[src/sem_pkg.sv]
`default_nettype none

package sem_pkg;

  // Widest image row that the line memory holds.
  localparam int MAX_WIDTH = 2048;
  // Row width after reset.
  localparam int RESET_WIDTH = 640;
  // Narrowest row that still has a full 3x3 window.
  localparam int MIN_WIDTH = 3;

  localparam int PIX_W = 8;
  localparam int LW_W = 12;
  localparam int COL_W = $clog2(MAX_WIDTH);
  localparam int EFFW_W = $clog2(MAX_WIDTH + 1);
  localparam int CMP_W = EFFW_W + 1;
  localparam int ROW_W = 2;
  localparam logic [ROW_W-1:0] ROW_FULL = ROW_W'(2);

  // Output queue between the datapath and the master port.
  localparam int FIFO_DEPTH = 3;
  localparam int FPTR_W = $clog2(FIFO_DEPTH);
  localparam int FCNT_W = $clog2(FIFO_DEPTH + 1);

  localparam logic [PIX_W-1:0] MAG_MAX = PIX_W'(255);

  typedef logic [PIX_W-1:0] pixel_t;

  // One column of the 3x3 window, oldest row at the top.
  typedef struct packed {
    pixel_t top;
    pixel_t mid;
    pixel_t bot;
  } column_t;

  // One entry of the line memory: the pixels two rows up and one row up.
  typedef struct packed {
    pixel_t top;
    pixel_t mid;
  } line_pair_t;

  typedef struct packed {
    pixel_t magnitude;
    logic   row_end;
  } result_t;

endpackage

`default_nettype wire

[src/sem_column_cell.sv]
`default_nettype none

module sem_column_cell
  import sem_pkg::*;
(
  input  wire logic clk,
  input  wire logic shift,
  input  column_t   col_in,
  output column_t   col_out
);

  // Holds one window column and passes it on to the next cell on each shift.
  always_ff @(posedge clk) begin
    if (shift) begin
      col_out <= col_in;
    end
  end

endmodule

`default_nettype wire

[config.mk]
export PLATFORM = sky130hd
export DESIGN_NAME = sem_column_cell
export DESIGN_NICKNAME = d
export VERILOG_FILES = /design/src/sem_pkg.sv /design/src/sem_column_cell.sv
export SDC_FILE = /design/constraint.sdc
export NUM_CORES = 1
export LEC_CHECK = 0
export BUFFER_PORTS_ARGS = -buffer_cell sky130_fd_sc_hd__clkbuf_2
export CORE_MARGIN = 3
export CORE_UTILIZATION = 38
export DETAILED_ROUTE_END_ITERATION = 8
export HOLD_SLACK_MARGIN = 0.02
export PLACE_DENSITY = 0.75
export SYNTH_ARGS = -nofsm -noshare
export SYNTH_HDL_FRONTEND = slang
export SYNTH_SLANG_ARGS = --single-unit
export TNS_END_PERCENT = 30
[constraint.sdc]
create_clock -name clk -period 0.8 [get_ports clk]
set_input_delay 0.16 -clock clk [delete_from_list [all_inputs] [get_ports clk]]
set_output_delay 0.16 -clock clk [all_outputs]
set_load 0.02 [all_outputs]
# [After elaboration in Yosys (flattened, before gate mapping)]
# Index checks and enable logic that the tools add are counted.
[word_totals] ff_bits=24 input_bits=26

# [Depth between registers and ports, before layout]
[logic_depth] word_depth=0 mapped_depth=0 mapped_depth_nobuf=0

# [Worst setup path before layout]
# Ideal clock, no wire load.
[synth_timing] path_type="register -> output" start="reg col_out[0] (netlist bit)" end="out col_out[0] (netlist bit)" arrival_time_ps=449 path_slack_ps=191 path_stages_with_launch=1 n_path_buf=0 path_cell_list="edfxtp_1"
[synth_rtl] element="start: declaration" line_no="sem_column_cell.sv:9" source="output column_t col_out"
[synth_rtl] element="start signal: assignment" line_no="sem_column_cell.sv:15" source="col_out <= col_in;"
# No word-level cell between the ends.

# [Worst setup path after layout]
[layout_timing] start="reg col_out[10] (netlist bit)" end="out col_out[10] (netlist bit)"
# No word-level cell between the ends.

==> flow_summary.toml <==
[clocking]
cts.sinks = 24
cts_buffers = 3
cts_tree = "done"
htreeDepth = 1
cts_buffer_depth = 2
clk_pin_slew_worst_paths_ns = 0.12
clockRootBuffer = "clkbuf_4"

[setup_path]
path_depth = 1
crit_fanout = 1
crit_family = "flip-flops"
cp_data_arrival_time_ns = 0.89
cp.required_ns = 0.64
slowest_delay_ns = 0.43
path_class = "reg -> out"
crit_path_end_kind = "primary output"
cp-start-kind = "register"
path_buf_inv = 1
cpMaxStageDelayCell = "edfxtp_1"
cp_cell_sequence = "buf_6"

[timing]
relSlewSlack = 0.922
fin_ws_ns = -0.248
slew_violations = 0
setup_viol = 24
hold_viol = 0
timing.hold.ws_ns = 0.238
fin_crit_sh = 1.31
tightestPinTransition_ns = 0.117
rsz0062_at_grt = "yes"
min_period_ns = 1.05
clock.fmax_mhz = 954

[power]
p_per_area_nw_per_um2 = 1850
p_leak_nw = 0.572
finalPower_mw = 2.44
ir_drop_mv = 1.33

[layout]
layout_commonest_cell = "clkbuf_2"
nFillCells = 137
antennaDiodeCount = 0
regMostFlops = "col_out"
comb.multi_input.count = 0
final_nets = 130
final_cell_mix = "clkbuf_2 (26), edfxtp_1 (24), dlygate4sd3_1 (24)"
largestRegisters = "col_out: 24 flops"
layout-drive-gt1-share = 0.529
final-seq-area_um2 = 721
largest_reg_flops = 24
multi_input_area_um2 = 0
syn2layout_area_growth_pct = 83.0

[detailed_routing]
postRouteWirelength_mm = 1.57
antenna_left = 0
wire_per_inst_um = 12.4
wl_met3_um = 101
dr_wl_met2_um = 939
drtIter0Drc = 11
met1Wirelength_um = 520
vias = 518
dr.pass1.iters = 4
drcViolationCount = 0
routed.top_layer = "met4"
viasPerCell = 4.08

[logic_synthesis]
syn_area_per_cell_um2 = 30.0
postSynthCellCount = 24
synth-seq-area-share = 1.00
ys_ff_latch = 24
syn_nets = 50
syn_area_um2 = 721
synth_warnings = 0
ys_types = 1

[min_path]
whs_endpoint = "col_out[11]"
hp-start = "shift"
hold-path-cell-count = 2
hp-class = "in -> reg"

[grt]
track_usage = 0.113
grt_pass1_vias = 424
grt_first_pass_wirelength_mm = 1.95
grt_max_degree = 20
globalRouteOverflowTotal = 0
antenna_found_initial = 0

[floorplanning]
core-area_um2 = 1760
start_util = 0.409
die-area_um2 = 2460
fp-row-count = 15
chipHeight_um = 49.6
ios = 50
die_x_um = 49.6

[run_status]
violations = "setup timing"
status = "complete, but fails checks"

[flow_run]
cap_viol_max_count = 0

[place]
gp_congestion = 0.605
port_buffers = 49
pre_cts_slack_ns = 0.0584
power breakdown:
part           switching [mW]  internal (mW)  total, mW
clock                   0.314          0.175      0.490
sequential             0.0246           1.49       1.52
combinational           0.216          0.216      0.432
layout make-up:
class,count,area share
flip-flops and latches,24,0.546
repair buffers,75,0.413
clock buffers,3,0.0171
well taps,25,0.0237
repair_timing:
action / 4_1_cts / 5_1_grt
gates resized for setup: 0 / 33
endpoints found under the setup margin: 24 / 24
buffers inserted: 0 / 0
hold endpoints to repair: 6 / 18
hold buffers: 6 / 18
through the flow:
| step | instances | TNS, ns | util | area (um^2) |
|---|---|---|---|---|
| 6_report | 127 | -4.70 | 0.748 | 1320 |
| 5_1_grt | 127 | -6.13 | 0.748 | 1320 |
| 4_1_cts | 109 | -4.95 | 0.628 | 1110 |
| 3_5_place_dp | 100 | 0 | 0.581 | 1020 |
| 3_3_place_gp | 100 | 0 | 0.581 | 1020 |
| 2_1_floorplan | 24 | 0 | - | 721 |
kinds of logic after synthesis:
kind of cell	synth area share
flops	1.00
synthesized netlist by cell type:
library cell,count,area share
edfxtp_1,24,1.0
layer usage:
metal | GRT usage | vias up
met5 | 0 | -
met4 | 0.0783 | 0
met3 | 0.0604 | 2
met2 | 0.196 | 29
met1 | 0.0976 | 234
li1 | - | 253
worst max path at each step:
stage                           start          end  slack, ns
after floorplan            col_out[0]   col_out[0]       0.19
after global routing      col_out[10]  col_out[10]      -0.29
final                     col_out[10]  col_out[10]      -0.25
after detailed placement        shift   col_out[4]       0.06
after CTS                  col_out[0]   col_out[0]      -0.23
after global placement          shift   col_out[4]       0.06
Note: power is estimated with default switching activity, not from simulation.
