## src/sem_pkg.sv

```systemverilog
`default_nettype none

package sem_pkg;

  // Widest image row that the line memory holds.
  localparam int MAX_WIDTH = 2048;
  // Row width after reset.
  localparam int RESET_WIDTH = 640;
  // Narrowest row that still has a full 3x3 window.
  localparam int MIN_WIDTH = 3;

  localparam int PIX_W = 8;
  localparam int LW_W = 12;
  localparam int COL_W = $clog2(MAX_WIDTH);
  localparam int EFFW_W = $clog2(MAX_WIDTH + 1);
  localparam int CMP_W = EFFW_W + 1;
  localparam int ROW_W = 2;
  localparam logic [ROW_W-1:0] ROW_FULL = ROW_W'(2);

  // Output queue between the datapath and the master port.
  localparam int FIFO_DEPTH = 3;
  localparam int FPTR_W = $clog2(FIFO_DEPTH);
  localparam int FCNT_W = $clog2(FIFO_DEPTH + 1);

  localparam logic [PIX_W-1:0] MAG_MAX = PIX_W'(255);

  typedef logic [PIX_W-1:0] pixel_t;

  // One column of the 3x3 window, oldest row at the top.
  typedef struct packed {
    pixel_t top;
    pixel_t mid;
    pixel_t bot;
  } column_t;

  // One entry of the line memory: the pixels two rows up and one row up.
  typedef struct packed {
    pixel_t top;
    pixel_t mid;
  } line_pair_t;

  typedef struct packed {
    pixel_t magnitude;
    logic   row_end;
  } result_t;

endpackage

`default_nettype wire

```

## src/sem_out_fifo.sv

```systemverilog
`default_nettype none

module sem_out_fifo
  import sem_pkg::*;
(
  input  wire logic              clk,
  input  wire logic              rst,
  input  wire logic              push,
  input  result_t                push_data,
  input  wire logic              pop,
  output logic                   not_empty,
  output result_t                head_data,
  output logic [FCNT_W-1:0]      count
);

  result_t entries [FIFO_DEPTH];
  logic [FPTR_W-1:0] head, tail;
  logic do_pop;

  assign not_empty = (count != '0);
  assign head_data = entries[head];
  assign do_pop    = pop && not_empty;

  always_ff @(posedge clk) begin
    if (push) begin
      entries[tail] <= push_data;
    end
  end

  always_ff @(posedge clk) begin
    if (rst) begin
      head  <= '0;
      tail  <= '0;
      count <= '0;
    end else begin
      if (push) begin
        tail <= (tail == FPTR_W'(FIFO_DEPTH - 1)) ? '0 : tail + FPTR_W'(1);
      end
      if (do_pop) begin
        head <= (head == FPTR_W'(FIFO_DEPTH - 1)) ? '0 : head + FPTR_W'(1);
      end
      if (push && !do_pop) begin
        count <= count + FCNT_W'(1);
      end else if (!push && do_pop) begin
        count <= count - FCNT_W'(1);
      end
    end
  end

endmodule

`default_nettype wire
```

## config.mk

```make
export PLATFORM = sky130hd
export DESIGN_NAME = sem_out_fifo
export DESIGN_NICKNAME = d
export VERILOG_FILES = /design/src/sem_pkg.sv /design/src/sem_out_fifo.sv
export SDC_FILE = /design/constraint.sdc
export NUM_CORES = 1
export LEC_CHECK = 0
export BUFFER_PORTS_ARGS = -buffer_cell sky130_fd_sc_hd__buf_2
export CAP_MARGIN = 40
export CELL_PAD_IN_SITES_DETAIL_PLACEMENT = 0
export CELL_PAD_IN_SITES_GLOBAL_PLACEMENT = 1
export CORE_AREA = 3 3 62 64
export CTS_CLUSTER_DIAMETER = 30
export CTS_CLUSTER_SIZE = 14
export DETAILED_ROUTE_END_ITERATION = 6
export DIE_AREA = 0 0 65 67
export GPL_TIMING_DRIVEN = 0
export HOLD_SLACK_MARGIN = 0.02
export PLACE_DENSITY = 0.65
export SLEW_MARGIN = 20
export SYNTH_ARGS = -nofsm -noshare
export SYNTH_HDL_FRONTEND = slang
export SYNTH_SLANG_ARGS = --single-unit
export TNS_END_PERCENT = 30
```

## constraint.sdc

```tcl
create_clock -name clk -period 4 [get_ports clk]
set_input_delay 0.2 -clock clk [delete_from_list [all_inputs] [get_ports clk]]
set_output_delay 0.2 -clock clk [all_outputs]
set_load 0.1 [all_outputs]
```

# --- Word level (Yosys, flattened, before mapping) ---
# Memory sizes are Yosys's and may differ from the RTL's. A register that Yosys moved wholly into a read port is not among the register bits.
# Index checks and enable logic that the tools add are counted.
totals:
  elab_cells: 25
  out_inout_bits: 12
  mem_count: 1
  reg_bits: 6
  mem_bits_rw: 27
op_classes:
  n_reduce_logical: 7
  n_eq_ne: 2
  muxes: 8
  n_addsub: 4
mem_list:
  columns: ["name", "depth", "word_bits", "rd", "rd_ports_with_merged_regs", "write_ports", "line", "rtl"]
  rows:
  - ["entries", 3, 9, 1, 1, 1, "sem_out_fifo.sv:16", "result_t entries [FIFO_DEPTH];"]
ops:
  columns: ["op", "n"]
  rows:
  - ["$mux 2", 6]
  - ["$add 2x1->2 const B", 3]
  - ["$eq 2x2->1 const B", 2]
  - ["$reduce_bool 2->1", 2]
  - ["$logic_and 1x1->1", 3]
  - ["$logic_not 1->1", 2]
  - ["$mux 1", 2]
  - ["$sub 2x1->2 const B", 1]

# --- Logic depth before layout (Yosys ltp) ---
logic_depth:
  word_depth: 5
  depth_mapped: 5

# --- Least setup slack after synthesis ---
# No wires, ideal clock.
synth_timing:
  kind: "flip-flop to output port"
  startpoint: "register (tool-made name)"
  endpoint: "output port head_data[0] (netlist bit)"
  path_buffers: 1
  path_stages_with_launch: 4
  path_slack_ns: 1.081
  arrival_time_ns: 2.719
  path_cell_list: "dfxtp_1 > buf_2 > mux2i_1 > o21ai_0"
synth_lines:
  columns: ["element", "line", "rtl"]
  rows:
  - ["to (decl)", "sem_out_fifo.sv:12", "output result_t head_data,"]

==> results by group <==
GRT
  – Overall global routing resource usage: 0.118
  – Pin count of the biggest net entering global routing: 12
  – Number of global-route vias before repair: 792
  – Antenna violations before repair: 0
  – Remaining global-route overflow: 0
  – Global-route wire length before repair: 3680 µm

CTS
  – Clock transition at the registers of the reported paths: 0.10 ns
  – Clock latency on the worst-skew pair: 0.33 ns
  – TritonCTS clock tree: yes
  – Clock buffer count from CTS: 5
  – Buffer levels on the longest clock path: 2
  – Post-CTS Hold Fix Bufs: 0
  – Post-CTS sizing: 0
  – Number of setup buffers added after CTS: 0
  – Root buffer cell: sky130_fd_sc_hd__clkbuf_4
  – H-tree Lvls: 2
  – Sinks on Clock Net: 35

Hold path
  – Number of cells on the worst hold path: 1
  – Worst min-delay path startpoint: push_data[6]
  – Worst min path class: in2reg
  – WHS Endpoint: entries[0][6]$_DFFE_PP_

Setup path
  – Crit path buf inv count: 3
  – Worst setup SP type: flip-flop
  – Setup slack of the most critical reg-to-reg path: 2.56 ns
  – Crit path required time: 3.80 ns
  – Cell chain of the critical path: clkbuf_1 > buf_2 > nand2_1 > o21ai_0 > buf_2
  – Dominant cell type by count on the critical path: sky130_fd_sc_hd__buf_2
  – Worst setup EP type: primary output
  – Family of cells with the greatest summed delay on the critical path: buffers and inverters
  – Number of cell instances on the worst register-to-register path: 4
  – Slowest Stage Delay on Critical Path: 0.46 ns
  – Setup Crit Path Kind: reg2out
  – Reg2Reg Capture Point: count[1]$_SDFFE_PP0P_
  – Worst-path fanout max: 10
  – Critical path data arrival time: 1.87 ns
  – R2R Path Start: count[1]$_SDFFE_PP0P_
  – Library cell contributing the largest single delay on the critical path: sky130_fd_sc_hd__buf_2

Yosys
  – Post-synthesis register bit count: 35
  – Total standard cell area after synthesis: 0.00131 mm²
  – Cell types occupying the most area after synthesis: sky130_fd_sc_hd__edfxtp_1, sky130_fd_sc_hd__dfxtp_1, sky130_fd_sc_hd__mux2i_1, sky130_fd_sc_hd__o21ai_0, sky130_fd_sc_hd__nand2_1
  – Distinct cell type count of the synthesized netlist: 22
  – Area share of the largest cell type after synthesis: 0.621
  – Cell type with the largest total area after synthesis: sky130_fd_sc_hd__edfxtp_1
  – Sequential-to-total area share from yosys stat: 0.744
  – Number of warning messages in the yosys log: 0
  – Avg Cell Area, Syn: 14.7 µm²
  – Net Count, Synth: 103
  – Synthesized instance count: 89

Floorplanning
  – Core ar.: 0.00334 mm²
  – Width of the die: 65 µm
  – Area enclosed by the die boundary: 0.00436 mm²
  – Top-level port count: 25
  – Count of standard-cell rows: 21
  – Die outline height: 67 µm
  – Initial core utilization: 0.391

Timing
  – Clock period minus final worst setup slack: 2.07 ns
  – Post-route fraction of the period consumed by the critical path: 0.517
  – Final setup fails: 0
  – Least setup slack across all paths after layout: 1.93 ns
  – Least-Margin Pin Slew: 0.490 ns
  – RSZ-0062 raised after global routing: false
  – Final max-slew violation count: 0
  – Maximum clock skew at final layout: 0.00511 ns
  – Post-route setup TNS: 0 ns
  – Final-report hold violation count: 0
  – Maximum achievable frequency: 0.483 GHz
  – Worst max-slew margin expressed relative to the limit: 0.673
  – Final hold slack: 0.0621 ns

Drt
  – Average wire per standard cell: 13.3 µm
  – Post-detailed-routing wire length: 2250 µm
  – Highest layer used for signal routing: met4
  – Sum of routed wire segments on met1: 961 µm
  – Vias/cell: 4.59
  – Antenna-violating nets left: 0
  – DR WL met3: 144 µm
  – Count of routing violations after the opening detailed-route iteration: 18
  – First-pass DRT Iterations: 4
  – Total DRC errors in the routed layout: 0
  – Overall via count from detail_route: 776
  – Met2 routed WL: 1100 µm

Pwr
  – Max VDD drop: 0.867 mV
  – Power density over the cells: 756 mW/mm²
  – Int Pwr: 0.645 mW
  – Switching component of the power: 0.549 mW
  – Part of the total power dissipated in sequential elements: 0.373
  – Switching power share of the total: 0.460
  – LEAKAGE: 0.579 nW
  – Clock share of power: 0.202
  – Fraction of power consumed by combinational cells: 0.425

Place
  – Routability congestion estimate from global placement: 0.648
  – Worst-case setup slack after placement: 2.24 ns
  – Half-perimeter wire length of the detailed placement result: 1560 µm
  – Port buffer count: 24

Job
  – Max capacitance violation total: 0

Layout
  – Layout overhead on the synthesized area: 21.0%
  – Highest-count cells in the layout ignoring fill and taps: sky130_fd_sc_hd__edfxtp_1, sky130_fd_sc_hd__buf_2, sky130_fd_sc_hd__nand2_1
  – Fraction of layout instances using a drive strength above 1: 0.325
  – Most frequent standard cell in the layout excluding fill and tap cells: sky130_fd_sc_hd__edfxtp_1
  – Share of the core filled with cells in the final layout: 0.473
  – Fillcell total: 320
  – Antenna cells: 0
  – Final Net Count: 136

Status
  – Run status: complete, no violations
[registers in the layout, indices dropped and copies added, names as in the netlist, named ones only]
signal / flops
entries: 27
count: 2
head: 2
tail: 2
[power groups by stage]
| stage | registers [mW] | clock network, mW | logic, mW |
|---|---|---|---|
| finish | 0.445 | 0.241 | 0.507 |
| global route | 0.450 | 0.265 | 0.530 |
| CTS | 0.446 | 0.248 | 0.511 |
| detailed placement | 0.454 | 0 | 0.511 |
| global placement | 0.452 | 0 | 0.503 |
| floorplan | 0.522 | 0 | 0.364 |
[Yosys cell counts (all sizes together)]
cell	count
dfxtp	8
buf	2
clkbuf	1
xor2	2
nor2b	1
ha	1
o21ai	11
and3b	1
or3b	1
or3	2
a21oi	4
inv	1
nand2	12
edfxtp	27
nor2	3
or2	1
nor3	1
o21ba	1
mux2i	9
[worst max-delay path by stage]
stage | depth (start not counted) | slack (ns) | to | from
6_report | 5 | 1.93 | head_data[3] | flip-flop
5_1_grt | 5 | 1.69 | head_data[7] | flip-flop
4_1_cts | 5 | 1.86 | head_data[4] | flip-flop
3_5_place_dp | 5 | 2.24 | head_data[4] | flip-flop
3_3_place_gp | 3 | 2.01 | entries[0][6]$_DFFE_PP_ | push
2_1_floorplan | 3 | 1.08 | head_data[0] | flip-flop
[kinds of logic (layout without fill, tap and decap cells)]
logic type / Yosys count / count (layout) / share of synthesized area
compound gates: 16 / 16 / 0.0709
buf+inv: 4 / 38 / 0.0134
flops: 35 / 35 / 0.744
fa+ha+maj: 1 / 1 / 0.00959
simple gates: 22 / 22 / 0.0796
xor+xnor: 2 / 2 / 0.0134
mux: 9 / 9 / 0.0690
[layout make-up]
cell class | count | area, µm² | area share
flip-flops and latches | 35 | 971 | 0.615
multi-input cells | 50 | 322 | 0.204
repair buffers | 26 | 135 | 0.0856
well taps | 46 | 57.6 | 0.0365
clock inverters | 3 | 38.8 | 0.0246
clock buffers | 5 | 37.5 | 0.0238
plain buffers | 3 | 13.8 | 0.00872
inverters | 1 | 3.75 | 0.00238
[layer usage]
metal	up-vias	global-route usage
met5	-	0
met4	0	0.0633
met3	5	0.0405
met2	20	0.190
met1	355	0.138
li1	396	-
[stage by stage]
stage / std cells / area [µm²] / power (mW)
after global placement: 159 / 1480 / 0.956
after global routing: 169 / 1580 / 1.24
after CTS: 169 / 1580 / 1.20
after detailed placement: 161 / 1500 / 0.965
final: 169 / 1580 / 1.19
after floorplan: 89 / 1310 / 0.886
No activity file was read; power rests on OpenSTA's default activity.
