==> src/sem_pkg.sv <==
`default_nettype none

package sem_pkg;

  // Widest image row that the line memory holds.
  localparam int MAX_WIDTH = 2048;
  // Row width after reset.
  localparam int RESET_WIDTH = 640;
  // Narrowest row that still has a full 3x3 window.
  localparam int MIN_WIDTH = 3;

  localparam int PIX_W = 8;
  localparam int LW_W = 12;
  localparam int COL_W = $clog2(MAX_WIDTH);
  localparam int EFFW_W = $clog2(MAX_WIDTH + 1);
  localparam int CMP_W = EFFW_W + 1;
  localparam int ROW_W = 2;
  localparam logic [ROW_W-1:0] ROW_FULL = ROW_W'(2);

  // Output queue between the datapath and the master port.
  localparam int FIFO_DEPTH = 3;
  localparam int FPTR_W = $clog2(FIFO_DEPTH);
  localparam int FCNT_W = $clog2(FIFO_DEPTH + 1);

  localparam logic [PIX_W-1:0] MAG_MAX = PIX_W'(255);

  typedef logic [PIX_W-1:0] pixel_t;

  // One column of the 3x3 window, oldest row at the top.
  typedef struct packed {
    pixel_t top;
    pixel_t mid;
    pixel_t bot;
  } column_t;

  // One entry of the line memory: the pixels two rows up and one row up.
  typedef struct packed {
    pixel_t top;
    pixel_t mid;
  } line_pair_t;

  typedef struct packed {
    pixel_t magnitude;
    logic   row_end;
  } result_t;

endpackage

`default_nettype wire

==> src/sem_gradient.sv <==
`default_nettype none

module sem_gradient
  import sem_pkg::*;
(
  input  column_t col_old,
  input  column_t col_prev,
  input  column_t col_cur,
  output pixel_t  magnitude
);

  localparam int SUM_W = PIX_W + 2;
  localparam int DIF_W = SUM_W + 1;

  logic [SUM_W-1:0] right_sum, left_sum, bot_sum, top_sum;
  logic signed [DIF_W-1:0] gx, gy;
  logic [SUM_W-1:0] abs_gx, abs_gy;
  logic [SUM_W:0] mag_sum;

  always_comb begin
    right_sum = SUM_W'(col_cur.top) + {1'b0, col_cur.mid, 1'b0} + SUM_W'(col_cur.bot);
    left_sum  = SUM_W'(col_old.top) + {1'b0, col_old.mid, 1'b0} + SUM_W'(col_old.bot);
    bot_sum   = SUM_W'(col_old.bot) + {1'b0, col_prev.bot, 1'b0} + SUM_W'(col_cur.bot);
    top_sum   = SUM_W'(col_old.top) + {1'b0, col_prev.top, 1'b0} + SUM_W'(col_cur.top);

    gx = $signed({1'b0, right_sum}) - $signed({1'b0, left_sum});
    gy = $signed({1'b0, bot_sum}) - $signed({1'b0, top_sum});

    abs_gx = gx[DIF_W-1] ? SUM_W'(-gx) : SUM_W'(gx);
    abs_gy = gy[DIF_W-1] ? SUM_W'(-gy) : SUM_W'(gy);

    mag_sum = (SUM_W+1)'(abs_gx) + (SUM_W+1)'(abs_gy);
    if (mag_sum > (SUM_W+1)'(MAG_MAX)) begin
      magnitude = MAG_MAX;
    end else begin
      magnitude = mag_sum[PIX_W-1:0];
    end
  end

endmodule

`default_nettype wire

==> config.mk <==
export PLATFORM = sky130hd
export DESIGN_NAME = sem_gradient
export DESIGN_NICKNAME = d
export VERILOG_FILES = /design/src/sem_pkg.sv /design/src/sem_gradient.sv
export SDC_FILE = /design/constraint.sdc
export NUM_CORES = 1
export LEC_CHECK = 0
export BUFFER_PORTS_ARGS = -buffer_cell sky130_fd_sc_hd__buf_2
export CAP_MARGIN = 20
export CORE_UTILIZATION = 35
export DETAILED_ROUTE_END_ITERATION = 8
export SLEW_MARGIN = 30
export SYNTH_ARGS = -nofsm -noshare
export SYNTH_HDL_FRONTEND = slang
export SYNTH_SLANG_ARGS = --single-unit
export TNS_END_PERCENT = 5
==> constraint.sdc <==
create_clock -name vclk -period 7.73
set_clock_uncertainty 0.15 [all_clocks]
set_input_delay 0.3865 -clock vclk [all_inputs]
set_output_delay 0.3865 -clock vclk [all_outputs]
set_load 0.03 [all_outputs]
Word-level counts from Yosys, hierarchy flattened
Index checks and enable logic that the tools add are counted.
{"block": "word_totals", "register_bits": 0, "inputBits": 72, "output_inout_bits": 8, "word_cells": 17}
{"block": "op_classes", "add_sub_neg": 13, "n_lt_le_gt_ge": 1, "n_mux": 3}
{"operator": "adder 10 x 8 -> 10 bit", "n": 4}
{"operator": "adder 8 x 9 -> 10 bit", "n": 4}
{"operator": "subtractor 10 x 10 -> 11 bit", "n": 2}
{"operator": "two-way mux 10 bit", "n": 2}
{"operator": "negator 10 bit", "n": 2}
{"operator": "adder 10 x 10 -> 11 bit", "n": 1}
{"operator": "greater-than comparator 11 x 8 -> 1 bit, second input constant", "n": 1}
{"operator": "two-way mux 8 bit", "n": 1}

Logic depth before layout (Yosys ltp)
Gate-level depths: netlist of the first run.
{"block": "depth", "depth_word": 8, "mapped_depth": 21, "depth_no_buf": 21}

Least setup slack after synthesis of the first run
OpenSTA, ideal clock, no wires.
{"block": "synth_path", "kind": "input-to-output", "start": "input port col_old[5] (netlist name)", "end": "output port magnitude[7]", "t_arrival_ns": 5.262, "t_required_ns": 7.193, "slack_ns": 1.931, "cell_stages": 18, "n_path_buf": 0, "path_cell_list": "inv_1 > fa_1 > fa_1 > inv_1 > fa_1 > inv_1 > ha_1 > nand2_1 > o31ai_2 > nor3_1 > o21ai_2 > mux2_2 > fa_1 > a211oi_1 > o211ai_1 > a31oi_1 > xnor2_1 > nand3b_1"}
{"block": "synth_between", "elab_chain_len": 8, "elab_cells_between_ends": 12, "classes_between": "8 x add/sub; 1 x order compare; 3 x mux"}
{"item": "start: declaration", "line": "sem_gradient.sv:6", "source": "input column_t col_old,"}
{"item": "adder 8 x 9 -> 10 bit", "line": "sem_gradient.sv:23", "source": "bot_sum = SUM_W'(col_old.bot) + {1'b0, col_prev.bot, 1'b0} + SUM_W'(col_cur.bot);"}
{"item": "adder 10 x 8 -> 10 bit", "line": "sem_gradient.sv:23"}
{"item": "subtractor 10 x 10 -> 11 bit", "line": "sem_gradient.sv:27", "source": "gy = $signed({1'b0, bot_sum}) - $signed({1'b0, top_sum});"}
{"item": "negator 10 bit", "line": "sem_gradient.sv:30", "source": "abs_gy = gy[DIF_W-1] ? SUM_W'(-gy) : SUM_W'(gy);"}
{"item": "two-way mux 10 bit", "line": "sem_gradient.sv:30"}
{"item": "adder 10 x 10 -> 11 bit (*)", "line": "sem_gradient.sv:32", "source": "mag_sum = (SUM_W+1)'(abs_gx) + (SUM_W+1)'(abs_gy);"}
{"item": "greater-than comparator 11 x 8 -> 1 bit", "line": "sem_gradient.sv:33", "source": "if (mag_sum > (SUM_W+1)'(MAG_MAX)) begin"}
{"item": "two-way mux 8 bit (*)", "line": "sem_gradient.sv:33"}
{"item": "end: declaration", "line": "sem_gradient.sv:9", "source": "output pixel_t magnitude"}
Every way passes the cells marked *; elsewhere a longest branch is shown, timed or not.

Worst setup path after layout of the first run
{"block": "layout_path", "start": "input port col_old[5] (netlist name)", "end": "output port magnitude[5]"}
Same word-level chain as after synthesis.

==> run_results.csv, run 1 <==
group,metric,value,unit
drt,ant_nets,0,
drt,first_pass_iters,6,
critical_path,endpoint_kind,"output pin",
synth,synthTopCellsByArea,"fa_1 39%, inv_1 16%, ha_1 14%, xnor2_1 5.1%, xor2_1 4.0%",
cells_and_area,nFlopsAndLatches,0,
critical_path,crit_arrival,5.82,ns
synth,syn_nets,568,
die,rows,34,
cells_and_area,drive_gt1_share,18.6,%
synth,yosysTopAreaCell,"fa_1",
critical_path,criticalPathCategory,"in2out",
clock_network,post_cts_resized,0,
synth,syn_inst,397,
timing,period_share,82.2,%
timing,hold_viol_final,0,
drt,wl,5.60,mm
critical_path,endpoint,"magnitude[5]",
die,die_w,98.4,µm
clock_network,post-cts-setup-buffers,0,
critical_path,startpoint_type,"primary input",
drt,routed-via-count,2577,
synth,synth_cell_types,35,
timing,post-route-min-period,6.35,ns
die,dieArea,0.00969,mm²
cells_and_area,final_nets,642,
timing,max-slew-margin-rel,61.1,%
global_route,first_global_vias,2718,
status,status,"finished, final reports clean",
drt,post-route-drc-count,0,
critical_path,cpMaxStageDelayCell,"fa_1",
synth,syn_area,0.00326,mm²
drt,post_drt_wl_per_cell,9.71,µm
cells_and_area,syn_to_final_growth,15.2,%
flow_run,maxCapViolations,0,
placement,place_congestion,0.745,
critical_path,cp_max_fo,9,
synth,ys_seq_area_share,0,%
timing,rsz0062_at_grt,"false",
drt,first_iter_violations,27,
global_route,grt_pass1_wl,10.9,mm
cells_and_area,ff_latch_area,0,µm²
critical_path,required,7.19,ns
clock_network,postCtsHoldBufs,0,
global_route,grt_usage,13.2,%
die,initial_core_util,36.8,%
die,design.core.area,0.00885,mm²
timing,setup-violations-final,0,
timing,hold_slack,1.46,ns
global_route,antenna_found_initial,0,
synth,synth_area_per_cell,8.20,µm²
die,ios,80,
min_path,min_path_type,"in2out",
cells_and_area,diodes,0,
timing,maxSlewViolCount,0,
global_route,grt_max_degree,10,
timing,clock.fmax,157,MHz
cells_and_area,clock_buffers,0,
global_route,grt_overflow,0,
timing,setup_tns,0,ns
placement,dp.final_hpwl,5.45,mm
drt,vias_per_cell,4.47,
timing,worst_slew_pin_slew,0.579,ns
critical_path,cpPeakStageDelay,0.53,ns
critical_path,startpoint,"col_old[5]",
synth,yosysWarningCount,0,
placement,port_buffers,72,
synth,synth_top_area_share,38.7,%
die,die_y,98.4,µm
critical_path,worstPathCellList,"buf_2, inv_1, fa_1, inv_1, fa_1, inv_1, fa_1, inv_1, ha_1, nand2_1, o31ai_2, nor3_1, o21ai_2, mux2_2, fa_1, a211oi_1, o211ai_1, a31oi_1, xnor2_1, nor2_1, nand2_1, buf_2",
worst min-delay path by stage:
stage | to | start | cells past startpoint
final | magnitude[0] | col_old[17] | 7
after global routing | magnitude[0] | col_old[17] | 7
after CTS | magnitude[0] | col_old[17] | 7
after detailed placement | magnitude[0] | col_old[17] | 7
after global placement | magnitude[0] | col_old[17] | 7
after floorplan | magnitude[0] | col_old[17] | 5
per-stage QoR:
stage	utilization (%)	setup WS [ns]	area, µm²	cells
final	42.4	1.38	3750	577
after floorplan	-	1.93	3260	397
after global routing	42.4	0.942	3750	577
after detailed placement	42.4	1.39	3750	577
after CTS	42.4	1.35	3750	577
after global placement	42.4	1.45	3750	577
worst max-delay path: cells and delay by family:
family,cells,cell delay (ns)
AO/OA/AOI/OAI,5,1.53
adder cells (fa/ha/maj),5,2.32
multiplexers,1,0.41
XOR/XNOR,1,0.31
buffers and inverters,6,0.47
AND/OR/NAND/NOR,4,0.40
layout make-up:
type,count,area [µm²]
Fill cell,929,5100
Timing Repair Buffer,72,360
Inverter,140,526
Tap cell,108,135
Multi-Input combinational cell,257,2730
synth_stat cells:
cell type  count
a2111oi_0      1
a211o_1        1
a211oi_1       1
a211oi_2       2
a21boi_0       2
a21o_1         3
a21oi_1       11
a31oi_1        7
and3_1         1
fa_1          63
ha_1          36
inv_1        140
mux2_2         2
mux2i_2        1
nand2_1       12
nand2b_1       2
nand3_1        7
nand3b_1       2
nand4_1        1
nor2_1        25
nor2b_1        6
nor3_1         5
nor4_1         2
o211ai_1       2
o21a_1         1
o21ai_0        6
o21ai_2        2
o21bai_1       4
o22ai_1        4
o31ai_1        2
o31ai_2        2
or2_0          1
or2_2          6
xnor2_1       19
xor2_1        15
cells by family after synthesis:
kind of cell	after synthesis	share of synthesized area (%)
adders and majority gates	99	52.6
buffers and inverters	140	16.1
xor gates and xnor gates	34	9.15
and+or+nand+nor	70	10.2
muxes	3	1.11
AOI/OAI and AO/OA	51	10.8
layer usage:
metal	vias to the layer above	track usage, %	wire (µm)
met4	0	0	0
met1	1192	17.2	2570
met2	47	25.9	2890
met5	-	0	0
met3	0	0.0709	142
li1	1338	-	-
layout by cell type, fill, tap and decap left out, types with 7 or more instances in the layout:
cell type / instances
a21oi_1: 11
a31oi_1: 7
buf_2: 72
fa_1: 63
ha_1: 36
inv_1: 140
nand2_1: 12
nand3_1: 7
nor2_1: 25
xnor2_1: 19
xor2_1: 15
Power of run 1 is not shown: default switching activity piles up to over one toggle a cycle in this logic, so the estimate is an artifact.
==> run 2: changes to the inputs <==
- clock period: 7.73 -> 6.22 ns (I/O delays scaled with it)
==> run 2 against run 1 <==
Critical path depth stayed put; sequential cell count did not move; via count is 0.47% higher; utilization rose by 0.76 points; critical path type unchanged; largest cell class unchanged; the flow now finishes with violations (DRC).
==> run_results.csv, run 2 (same netlist as run 1, synthesis figures left out) <==
group,metric,value,unit
drt,post-route-drc-count,3,
placement,preCtsSetupSlack,0.135,ns
global_route,grt_overflow,0,
min_path,hp-start,"col_old[17]",
cells_and_area,final_nets,646,
cells_and_area,syn_to_final_growth,17.3,%
timing,setup-violations-final,0,
global_route,first_global_vias,2794,
status,status,"finished, violations left",
placement,placed_area,0.00377,mm²
critical_path,crit_arrival,5.38,ns
cells_and_area,diodes,0,
placement,dp_cells,580,
die,die_w,98.4,µm
placement,port_buffers,72,
cells_and_area,layout_commonest_cell,"inv_1",
global_route,grt_usage,13.3,%
cells_and_area,drive_gt1_share,20.3,%
cells_and_area,final_area,0.00382,mm²
critical_path,criticalPathCategory,"in2out",
drt,ant_nets,0,
status,violations,"DRC",
min_path,min_path_type,"in2out",
die,die_y,98.4,µm
die,dieArea,0.00969,mm²
critical_path,endpoint_kind,"output pin",
timing,setup_ws,0.381,ns
critical_path,startpoint_type,"primary input",
cells_and_area,final_cells,581,
placement,dp.final_hpwl,5.59,mm
flow_run,maxCapViolations,0,
die,design.core.area,0.00885,mm²
timing,period_share,93.9,%
critical_path,startpoint,"col_old[21]",
placement,place_congestion,0.769,
global_route,grt_max_degree,9,
drt,first_pass_iters,8,
die,ios,80,
global_route,antenna_found_initial,0,
drt,wl,5.85,mm
timing,hold_viol_final,0,
die,rows,34,
timing,post-route-min-period,5.84,ns
timing,worst_slew_pin_slew,0.357,ns
drt,post_drt_wl_per_cell,10.1,µm
timing,clock.fmax,171,MHz
cells_and_area,ff_latch_area,0,µm²
timing,max-slew-margin-rel,76.0,%
cells_and_area,nFlopsAndLatches,0,
drt,routed-via-count,2589,
critical_path,cp_max_fo,7,
cells_and_area,most-common-layout-cells,"140 x inv_1, 72 x buf_2, 63 x fa_1",
critical_path,required,5.76,ns
cells_and_area,clock_buffers,0,
drt,vias_per_cell,4.46,
timing,maxSlewViolCount,0,
drt,first_iter_violations,38,
cells_and_area,n_fill_cell,908,
global_route,grt_pass1_wl,11.1,mm
die,initial_core_util,36.8,%
## run 2: critical path, stage by stage
cell and delay [ns]:
buf_2 0.08, inv_1 0.07, fa_1 0.51, fa_1 0.54
inv_1 0.06, fa_1 0.53, inv_1 0.04, ha_1 0.35
nand2_1 0.13, o31ai_4 0.35, nor3_1 0.10, o21ai_2 0.22
mux2_2 0.39, fa_1 0.46, a211oi_2 0.27, o211ai_1 0.17
nand2_1 0.12, o21ai_0 0.09, mux2i_2 0.20, buf_4 0.17
nand2_1 0.05, buf_2 0.17
## run 2: cell type report
type,instances,area [µm²],area share (%)
repair buffers,76,390,10.2
multi-input cells,257,2770,72.5
well taps,108,135,3.54
inverters,140,526,13.8
## run 2: routing by layer
metal | GRT usage [%] | up-vias | wire length, µm
li1 | - | 1343 | -
met4 | 0.689 | 0 | 21
met5 | 0 | - | 0
met3 | 0.355 | 2 | 162
met2 | 25.8 | 57 | 2990
met1 | 17.2 | 1187 | 2670
## run 2: repair_timing
| item | 4_1_cts | 5_1_grt |
|---|---|---|
| endpoints found under the setup margin | 0 | 8 |
| gates resized for setup | 0 | 6 |
| setup buffers | 0 | 1 |
| hold buffers | 0 | 0 |
## run 2: metrics by stage
| step | setup TNS (ns) | hold slack [ns] | util, % |
|---|---|---|---|
| global placement | 0 | 1.34 | 42.6 |
| detailed placement | 0 | 1.34 | 42.6 |
| floorplan | 0 | 1.14 | - |
| global route | -0.00786 | 1.40 | 43.2 |
| finish | 0 | 1.31 | 43.2 |
| CTS | 0 | 1.34 | 42.6 |
## run 2: worst paths after layout
kind | slack [ns] | end | cells past startpoint
worst max-delay path | 0.38 | magnitude[6] | 22
worst min-delay path | 1.31 | magnitude[0] | 7
Power of run 2 is left out for the same reason.
